**src/design/slcan_pkg.sv**
```systemverilog
// Package for the slcan text frame parser.
// Character constants, the hex digit decoder and the frame record type.
// No dependencies.
package slcan_pkg;

    localparam int MAX_DATA_BYTES_DEF = 8;

    localparam logic [7:0] CH_CR     = 8'h0d;
    localparam logic [7:0] CH_T      = 8'h74;
    localparam logic [7:0] CH_W      = 8'h57;
    localparam logic [7:0] CH_ZERO   = 8'h30;
    localparam logic [7:0] CH_ONE    = 8'h31;
    localparam logic [4:0] CNT_MAX   = 5'd31;
    localparam logic [4:0] POS_ID_END = 5'd3;
    localparam logic [4:0] POS_LEN   = 5'd4;
    localparam logic [4:0] POS_DATA  = 5'd5;

    typedef struct packed {
        logic [11:0] can_id;
        logic [3:0]  data_count;
        logic [63:0] data_bytes;
    } frame_t;

    // Bit 4 set marks a character that is not a hex digit.
    function automatic logic [4:0] hex_value(input logic [7:0] c);
        logic [4:0] v;
        v = 5'h10;
        if (c >= 8'h30 && c <= 8'h39) begin
            v = {1'b0, c[3:0]};
        end else if ((c >= 8'h41 && c <= 8'h46) || (c >= 8'h61 && c <= 8'h66)) begin
            v = {1'b0, c[3:0] + 4'd9};
        end
        return v;
    endfunction

endpackage

```
**src/design/slcan_text_frame_parser.sv**
```systemverilog
// Top level of the slcan text frame parser: input register, line parser,
// result register. Depends on slcan_pkg and slcan_line_parse.
//
//   channel | direction | payload                              | handshake
//   s_      | in        | s_rx_char[7:0]                       | s_valid/s_ready
//   m_      | out       | m_can_id, m_data_count, m_data_bytes | m_valid/m_ready
//
// One character per cycle while the result side does not stall. The input register
// holds the accepted carriage return; the result register takes the frame from it
// once the result register is free (no valid result, or m_ready), which raises m_valid.
// Synchronous active-low reset clears the line state and the valid flags of both registers.
// A stalled result only holds the input side back when the next character
// would complete another frame.
module slcan_text_frame_parser #(
    parameter int MAX_DATA_BYTES = slcan_pkg::MAX_DATA_BYTES_DEF
) (
    input  logic        aclk,
    input  logic        aresetn,
    input  logic        s_valid,
    output logic        s_ready,
    input  logic [7:0]  s_rx_char,
    output logic        m_valid,
    input  logic        m_ready,
    output logic [11:0] m_can_id,
    output logic [3:0]  m_data_count,
    output logic [63:0] m_data_bytes
);
    import slcan_pkg::*;

    logic        in_valid_reg;
    logic [7:0]  in_char_reg;
    logic        out_valid_reg;
    frame_t      out_frame_reg;
    logic        out_free;
    logic        adv;
    logic        frame_hit;
    frame_t      frame;

    slcan_line_parse #(
        .MAX_DATA_BYTES(MAX_DATA_BYTES)
    ) u_parse (
        .aclk      (aclk),
        .aresetn   (aresetn),
        .char_adv  (adv),
        .char_in   (in_char_reg),
        .frame_hit (frame_hit),
        .frame     (frame)
    );

    assign out_free = !out_valid_reg || m_ready;
    assign adv      = in_valid_reg && (!frame_hit || out_free);
    assign s_ready  = !in_valid_reg || adv;

    always_ff @(posedge aclk) begin
        if (!aresetn) begin
            in_valid_reg <= 1'b0;
        end else if (s_ready) begin
            in_valid_reg <= s_valid;
        end
    end

    always_ff @(posedge aclk) begin
        if (s_ready && s_valid) begin
            in_char_reg <= s_rx_char;
        end
    end

    always_ff @(posedge aclk) begin
        if (!aresetn) begin
            out_valid_reg <= 1'b0;
        end else if (out_free) begin
            out_valid_reg <= adv && frame_hit;
        end
    end

    always_ff @(posedge aclk) begin
        if (adv && frame_hit) begin
            out_frame_reg <= frame;
        end
    end

    assign m_valid      = out_valid_reg;
    assign m_can_id     = out_frame_reg.can_id;
    assign m_data_count = out_frame_reg.data_count;
    assign m_data_bytes = out_frame_reg.data_bytes;

endmodule

```
**src/design/slcan_line_parse.sv**
```systemverilog
// Line state of the slcan parser: updates on each advanced character and
// flags a completed frame at carriage return.
// Depends on slcan_pkg.
module slcan_line_parse #(
    parameter int MAX_DATA_BYTES = slcan_pkg::MAX_DATA_BYTES_DEF
) (
    input  logic                 aclk,
    input  logic                 aresetn,
    input  logic                 char_adv,
    input  logic [7:0]           char_in,
    output logic                 frame_hit,
    output slcan_pkg::frame_t    frame
);
    import slcan_pkg::*;

    localparam logic [3:0] MaxIdx = 4'(MAX_DATA_BYTES);
    localparam logic [7:0] LenHigh = 8'(48 + MAX_DATA_BYTES);

    logic        seen_t_reg, seen_t_next;
    logic        seen_w_reg, seen_w_next;
    logic [4:0]  cnt_reg, cnt_next;
    logic [11:0] id_reg, id_next;
    logic        id_bad_reg, id_bad_next;
    logic [3:0]  len_reg, len_next;
    logic        len_ok_reg, len_ok_next;
    logic [4:0]  pend_reg, pend_next;
    logic [63:0] data_reg, data_next;

    logic [4:0]  pos;
    logic [4:0]  d;
    logic [3:0]  idx;
    logic [4:0]  h;
    logic [7:0]  byte_val;
    logic [5:0]  want_cnt;

    assign want_cnt  = 6'd4 + {1'b0, len_reg, 1'b0};
    assign frame_hit = (char_in == CH_CR) && seen_t_reg && !seen_w_reg && len_ok_reg
                       && ({1'b0, cnt_reg} == want_cnt);
    assign frame.can_id     = id_bad_reg ? 12'd0 : id_reg;
    assign frame.data_count = len_reg;
    assign frame.data_bytes = data_reg;

    assign pos      = cnt_reg + 5'd1;
    assign d        = pos - POS_DATA;
    assign idx      = d[4:1];
    assign h        = hex_value(char_in);
    assign byte_val = (!h[4] && !pend_reg[4]) ? {pend_reg[3:0], h[3:0]} : 8'd0;

    always_comb begin
        seen_t_next = seen_t_reg;
        seen_w_next = seen_w_reg;
        cnt_next    = cnt_reg;
        id_next     = id_reg;
        id_bad_next = id_bad_reg;
        len_next    = len_reg;
        len_ok_next = len_ok_reg;
        pend_next   = pend_reg;
        data_next   = data_reg;
        if (char_adv) begin
            if (char_in == CH_CR) begin
                seen_t_next = 1'b0;
                seen_w_next = 1'b0;
                cnt_next    = 5'd0;
                id_next     = 12'd0;
                id_bad_next = 1'b0;
                len_next    = 4'd0;
                len_ok_next = 1'b0;
                pend_next   = 5'd0;
                data_next   = 64'd0;
            end else begin
                if (char_in == CH_W) begin
                    seen_w_next = 1'b1;
                end
                if (!seen_t_reg) begin
                    if (char_in == CH_T) begin
                        seen_t_next = 1'b1;
                    end
                end else if (cnt_reg != CNT_MAX) begin
                    cnt_next = pos;
                    priority if (pos <= POS_ID_END) begin
                        if (h[4]) begin
                            id_bad_next = 1'b1;
                        end else begin
                            id_next = {id_reg[7:0], h[3:0]};
                        end
                    end else if (pos == POS_LEN) begin
                        if (char_in >= CH_ONE && char_in <= LenHigh) begin
                            len_next    = 4'(char_in - CH_ZERO);
                            len_ok_next = 1'b1;
                        end else begin
                            len_next    = 4'd0;
                            len_ok_next = 1'b0;
                        end
                    end else if (!d[0]) begin
                        pend_next = h;
                    end else begin
                        for (int k = 0; k < 8; k++) begin
                            if (idx == 4'(k) && idx < MaxIdx) begin
                                data_next[8*k +: 8] = data_reg[8*k +: 8] | byte_val;
                            end
                        end
                        pend_next = 5'd0;
                    end
                end
            end
        end
    end

    always_ff @(posedge aclk) begin
        if (!aresetn) begin
            seen_t_reg <= 1'b0;
            seen_w_reg <= 1'b0;
            cnt_reg    <= 5'd0;
            id_reg     <= 12'd0;
            id_bad_reg <= 1'b0;
            len_reg    <= 4'd0;
            len_ok_reg <= 1'b0;
            pend_reg   <= 5'd0;
            data_reg   <= 64'd0;
        end else begin
            seen_t_reg <= seen_t_next;
            seen_w_reg <= seen_w_next;
            cnt_reg    <= cnt_next;
            id_reg     <= id_next;
            id_bad_reg <= id_bad_next;
            len_reg    <= len_next;
            len_ok_reg <= len_ok_next;
            pend_reg   <= pend_next;
            data_reg   <= data_next;
        end
    end

endmodule
```
**config.mk**
```make
export PLATFORM = sky130hd
export DESIGN_NAME = slcan_text_frame_parser
export DESIGN_NICKNAME = d
export VERILOG_FILES = /design/src/design/slcan_pkg.sv /design/src/design/slcan_text_frame_parser.sv /design/src/design/slcan_line_parse.sv
export SDC_FILE = /design/constraint.sdc
export NUM_CORES = 1
export LEC_CHECK = 0
export BUFFER_PORTS_ARGS = -buffer_cell sky130_fd_sc_hd__buf_2
export CAP_MARGIN = 30
export CORE_AREA = 2 2 82 162
export CTS_CLUSTER_DIAMETER = 150
export DETAILED_ROUTE_END_ITERATION = 6
export DIE_AREA = 0 0 84 164
export PLACE_DENSITY = 0.87
export SLEW_MARGIN = 20
export SYNTH_ARGS = -nofsm -noshare
export SYNTH_HDL_FRONTEND = slang
export SYNTH_SLANG_ARGS = --single-unit
export TNS_END_PERCENT = 10
```
**constraint.sdc**
```tcl
create_clock -name aclk -period 6.1 [get_ports aclk]
set_input_delay 1.22 -clock aclk [delete_from_list [all_inputs] [get_ports aclk]]
set_output_delay 1.22 -clock aclk [all_outputs]
set_load 0.01 [all_outputs]
```
==> results of run 1 <==
## cell type report
cell class | instances | area [sq um]
clock buffer | 18 | 429
clock inverter | 14 | 174
fill | 878 | 4440
inverter | 7 | 26.3
multi-input combinational | 362 | 2210
sequential | 184 | 4560
tap | 150 | 188
timing repair buffer | 97 | 523
## kinds of logic after synthesis
group,count (synthesis),share of synthesized area (%)
buffers and inverters,40,3.31
flip-flops,184,65.2
AND/OR/NAND/NOR,204,15.2
XOR/XNOR,9,1.32
multiplexers,1,0.161
adder cells (fa/ha/maj),8,1.43
AO/OA/AOI/OAI,140,13.3
## power groups by stage
| stage | Sequential, uW | Combinational [uW] | Clock (uW) |
|---|---|---|---|
| floorplan | 1320 | 37.8 | 0 |
| global placement | 1320 | 41.5 | 0 |
| detailed placement | 1320 | 43.7 | 0 |
| CTS | 1300 | 44.1 | 1110 |
| global route | 1300 | 49.0 | 1150 |
| finish | 1300 | 44.6 | 1100 |
## layout by cell type, fill, tap and decap left out, types with 6 or more instances in the layout
cell	Yosys	final
ha_1	8	8
nand2_1	99	99
a21oi_1	15	15
inv_1	7	7
clkbuf_16	0	17
xnor2_1	7	7
nand3_1	13	13
a32o_1	14	14
o21ai_2	11	11
dfxtp_1	96	96
edfxtp_1	88	88
o21ai_0	59	59
nand3_2	9	9
nor3_1	6	6
nor2b_1	18	18
nor2_1	18	17
buf_2	11	93
## stage by stage
stage | utilization [%] | total power, uW | cells
final | 64.6 | 2440 | 832
after global routing | 64.6 | 2500 | 832
after CTS | 64.4 | 2450 | 831
after floorplan | - | 1360 | 586
after detailed placement | 59.6 | 1370 | 799
after global placement | 59.5 | 1360 | 798
## how the worst max path moves through the flow
stage	start	depth (start not counted)	end
final	in_char_reg[1]$_DFFE_PP_	6	s_ready
after global routing	in_char_reg[1]$_DFFE_PP_	6	s_ready
after CTS	in_char_reg[1]$_DFFE_PP_	6	s_ready
after detailed placement	m_ready	8	u_parse.data_reg[37]$_SDFFE_PN0P_
after global placement	m_ready	8	u_parse.data_reg[34]$_SDFFE_PN0P_
after floorplan	in_char_reg[1]$_DFFE_PP_	6	m_can_id[0]$_SDFFCE_PP0P_
## critical path: cells and delay by family, from the launching register on
family	cells	cell delay (ps)
flip-flops	1	540
AND/OR/NAND/NOR	3	1460
adder cells (fa/ha/maj)	1	230
buffers and inverters	2	290
## per-layer routing
layer,part of all wire [%],wire (um),vias up,GRT usage (%)
met1,34,5230,2376,23.1
li1,-,-,2305,-
met2,57,8690,264,43.5
met3,5.4,829,45,5.38
met4,3.8,584,0,11.0
met5,0,0,-,0
==> reports/summary.txt, run 1 <==
GPL Wtd Cong - 0.927
Slew Limit Fails - 0
Hold slack - 434 ps
Setup-failing EPs final - 0
Min Clock Period, post-route - 4160 ps
Most common cell in the synthesized netlist - nand2_1
Die Area - 13800 sq um
Max incr delay on CP - 740 ps
Pint - 1890 uW
Largest area contributor in the netlist - edfxtp_1
Total negative setup slack - 0 ps
Synth async-reset ratio - 0%
Detailed Route Iter0 Violations - 396
Hold depth - 0
TritonRoute pass-1 iters - 7
Synth Flop Type - dfxtp_1
Syn nets - 606
Drt drc - 0
Final Cell Area - 8110 sq um
Final Hold Fails - 0
Initial antenna violation count - 0
Final worst slack - 1940 ps
Layout net count - 689
Leading cell types by count after synthesis - 99 x nand2_1, 96 x dfxtp_1, 88 x edfxtp_1
Worst EP arrival - 2940 ps
Worst Reg-to-Reg Cells - 8
Routed vias/inst - 6.00
Distinct cells, synth - 67
I/O pin cnt - 94
Worst-skew pair later-pin latency - 430 ps
DIE WIDTH - 84 um
Max-Cap Viols - 0
DP HPWL - 10.9 mm
GRT overflow - 0
Slew @ Worst Pin - 957 ps
Chip height - 164 um
R2R Path End - u_parse.data_reg[37]$_SDFFE_PN0P_
Crit-path cells - inv_1 > ha_1 > nand3_1 > or4_1 > or2_2 > buf_2
Cts bufs inserted - 17
FF+latch count, synth - 184
Area Growth Syn to Fin - 16.0%
Pwr Density - 300 nW/um^2
Pre-CTS WS - 2130 ps
HP Start - u_parse.data_reg[48]$_SDFFE_PN0P_
CTS tree - done
IO buf count - 93
Synth Area per Inst - 11.9 sq um
Post-synth EDFFs - 88
Vias - 4990
Number of cell rows - 58
Clock Sink Count - 184
Clock Power Share - 45.0%
Setup CP Type - reg2out
Max VDD drop - 0.373 mV
Status - completed
Largest fanout on the critical path - 12
Critical Path RT - 4880 ps
Clock Skew - 7.12 ps
Hold_buf cts - 0
Share of power burned in registers - 53.2%
Yosys warns - 0
Layout cell share with drive strength beyond 1 - 23.8%
Rel. slew slack - 36.2%
# H-tree levels - 4
DRT Wirelength - 15.3 mm
Period Utilization, post-route - 68.1%
Sw Pwr - 547 uW
Worst r2r src - in_char_reg[1]$_DFFE_PP_
CTS Buffer Depth - 2
Core Box Area - 12600 sq um
CP Capture Type - output port
Sequential area share after synthesis - 65.2%
CTS clk-pin slew, worst paths - 70 ps
N_diodes - 0
Syn Inst Count - 586
Routed len/inst - 18.4 um
F_max - 241 MHz
Leakage - 0.00290 uW
Worst hold endpoint - m_data_bytes[48]$_DFFE_PP_
Switching Fraction - 22.4%
HP Class - reg2reg
Startpoint types - register
Synth area leaders - edfxtp_1 38%, dfxtp_1 27%, nand2_1 5.3%
Initial Util - 55.7%
Largest net degree at the start of global routing - 81
Yosys top cell area share - 37.8%
Post-route ant nets - 0
Unrepaired setup endpoints after global routing - false
Post-CTS setup buffer count - 0
Worst path slowest cell - or4_1
GRT Resource Usage Total - 22.9%
Combinational Power Share - 1.8%
Worst reg-to-reg setup slack - 2280 ps
Cts repair resizes - 0
First-pass GRT wire length - 24.4 mm
Clk Tree Root Cell - clkbuf_16
Post-Syn Area - 7000 sq um
Number of global-route vias before repair - 4811
Placed cell area - 7480 sq um
Power figures use the tool's default switching activity.
==> run 2, diff against run 1 <==
==> constraint.sdc (replaced) <==
create_clock -name aclk -period 4.3 [get_ports aclk]
set_input_delay 0.86 -clock aclk [delete_from_list [all_inputs] [get_ports aclk]]
set_output_delay 0.86 -clock aclk [all_outputs]
set_load 0.01 [all_outputs]
==> run 2 against run 1 <==
- global-route usage hardly changed
- non-clock buffer count rose by 1
- the flow now finishes with violations (design-rule violations)
- cell count increased by 0.12%
- first-iteration DRC count grew 30%
- critical endpoint unchanged
- final area is essentially flat
- count of clock-buffer cells in the layout is the same
- sequential power is 42% higher
- combinational power increased by 41%
- core utilization hardly changed
- hold slack improved by 1.9 ps
==> reports/summary.txt, run 2 (synthesis results as in run 1) <==
Status - complete, but fails checks
Violated checks - design-rule violations
Clock Skew - 12.0 ps
Vias - 5012
GRT met3 Usage - 4.42%
DRT Wirelength - 15.5 mm
Setup CP Type - reg2out
# H-tree levels - 4
Worst path slowest cell - or4_1
GPL Wtd Cong - 0.889
Post-route ant nets - 0
Startpoint types - register
I/O pin cnt - 94
Largest fanout on the critical path - 12
IO buf count - 93
Routed vias/inst - 6.02
Commonest cells after routing, fill and taps aside - 99 x nand2_1, 96 x dfxtp_1, 93 x buf_2, 88 x edfxtp_1, 59 x o21ai_0
GRT Resource Usage Total - 22.9%
Final Hold Fails - 0
Leakage - 0.00291 uW
Period Utilization, post-route - 87.5%
HP Class - reg2reg
Layout cell share with drive strength beyond 1 - 24.0%
Crit-path cells - inv_1 > ha_1 > nand3_1 > or4_1 > or2_2 > buf_2
Non-Filler Instances - 833
Buf/Inv on CP - 2
DP HPWL - 10.9 mm
CTS clk-pin slew, worst paths - 80 ps
Fillers - 901
Slew @ Worst Pin - 969 ps
TritonRoute pass-1 iters - 7
Cts repair resizes - 0
N_diodes - 0
Detailed Route Iter0 Violations - 513
First-pass GRT wire length - 24.3 mm
Most Crowded Layer GR - met2
Unrepaired setup endpoints after global routing - false
DIE WIDTH - 84 um
Hold_buf cts - 0
Worst EP arrival - 2900 ps
Layout net count - 690
CTS Buffer Depth - 2
CTS tree - done
Area Growth Syn to Fin - 16.0%
Number of global-route vias before repair - 4775
Drt drc - 3
F_max - 266 MHz
Met1 GRT Util - 22.6%
Slew Limit Fails - 0
Core Box Area - 12600 sq um
Min Clock Period, post-route - 3760 ps
Max-Cap Viols - 0
Post-CTS setup buffer count - 0
Die Area - 13800 sq um
Number of cell rows - 58
Placed cell count - 801
Cts bufs inserted - 17
Clock Sink Count - 184
Delay-heaviest family, CP - simple AND/OR/NAND/NOR gates
Routed len/inst - 18.6 um
GRT overflow - 0
Clk Tree Root Cell - clkbuf_16
Max incr delay on CP - 730 ps
Met2 Usage GRT - 43.4%
CP Capture Type - output port
Critical Path RT - 3440 ps
Initial Util - 55.7%
Max VDD drop - 0.433 mV
Most common cell after layout, fill and taps aside - nand2_1
Rel. slew slack - 34.8%
Largest net degree at the start of global routing - 58
Chip height - 164 um
Total negative setup slack - 0 ps
Worst-skew pair later-pin latency - 440 ps
Pwr Density - 427 nW/um^2
Setup-failing EPs final - 0
Initial antenna violation count - 0
==> run 2: report_power, final <==
group | switching [uW] | leakage [uW] | internal [uW]
Combinational | 41.9 | 0.00102 | 21.0
Clock | 763 | 0.000298 | 804
Sequential | 13.2 | 0.00159 | 1830
Total | 818 | 0.00291 | 2650
==> run 2: final cells by class <==
| cell class | count | area (sq um) | share of cell area, % |
|---|---|---|---|
| Sequential cell | 184 | 4560 | 56.2 |
| Multi-Input combinational cell | 362 | 2210 | 27.2 |
| Timing Repair Buffer | 98 | 523 | 6.44 |
| Clock buffer | 18 | 439 | 5.41 |
| Tap cell | 150 | 188 | 2.31 |
| Clock inverter | 14 | 168 | 2.07 |
| Inverter | 7 | 26.3 | 0.324 |
==> run 2: path summary, 6_finish.rpt <==
check | startpoint | endpoint | slack [ps] | cells after the start
worst min-delay path | u_parse.data_reg[33]$_SDFFE_PN0P_ | m_data_bytes[33]$_DFFE_PP_ | 440 | 0
worst max-delay path | in_char_reg[1]$_DFFE_PP_ | s_ready | 540 | 6
worst max register to register | u_parse.cnt_reg[0]$_SDFFE_PN0P_ | u_parse.data_reg[56]$_SDFFE_PN0P_ | 650 | 9
worst min register to register | u_parse.data_reg[33]$_SDFFE_PN0P_ | m_data_bytes[33]$_DFFE_PP_ | 440 | 0
==> run 2: through the flow <==
| stage | hold slack (ps) | instance area [sq um] | total power, uW | utilization (%) | setup WS, ps |
|---|---|---|---|---|---|
| 2_1_floorplan | 408 | 7000 | 1920 | - | 195 |
| 3_5_place_dp | 416 | 7510 | 1940 | 59.8 | 761 |
| 3_3_place_gp | 415 | 7490 | 1940 | 59.7 | 843 |
| 6_report | 436 | 8120 | 3470 | 64.7 | 536 |
| 5_1_grt | 439 | 8120 | 3560 | 64.7 | 345 |
| 4_1_cts | 435 | 8120 | 3470 | 64.7 | 557 |
==> run 2: metal layers <==
layer	share of wire, %	vias up
li1	-	2306
met1	34	2418
met2	56	230
met3	4.9	58
met4	4.8	0
met5	0	-
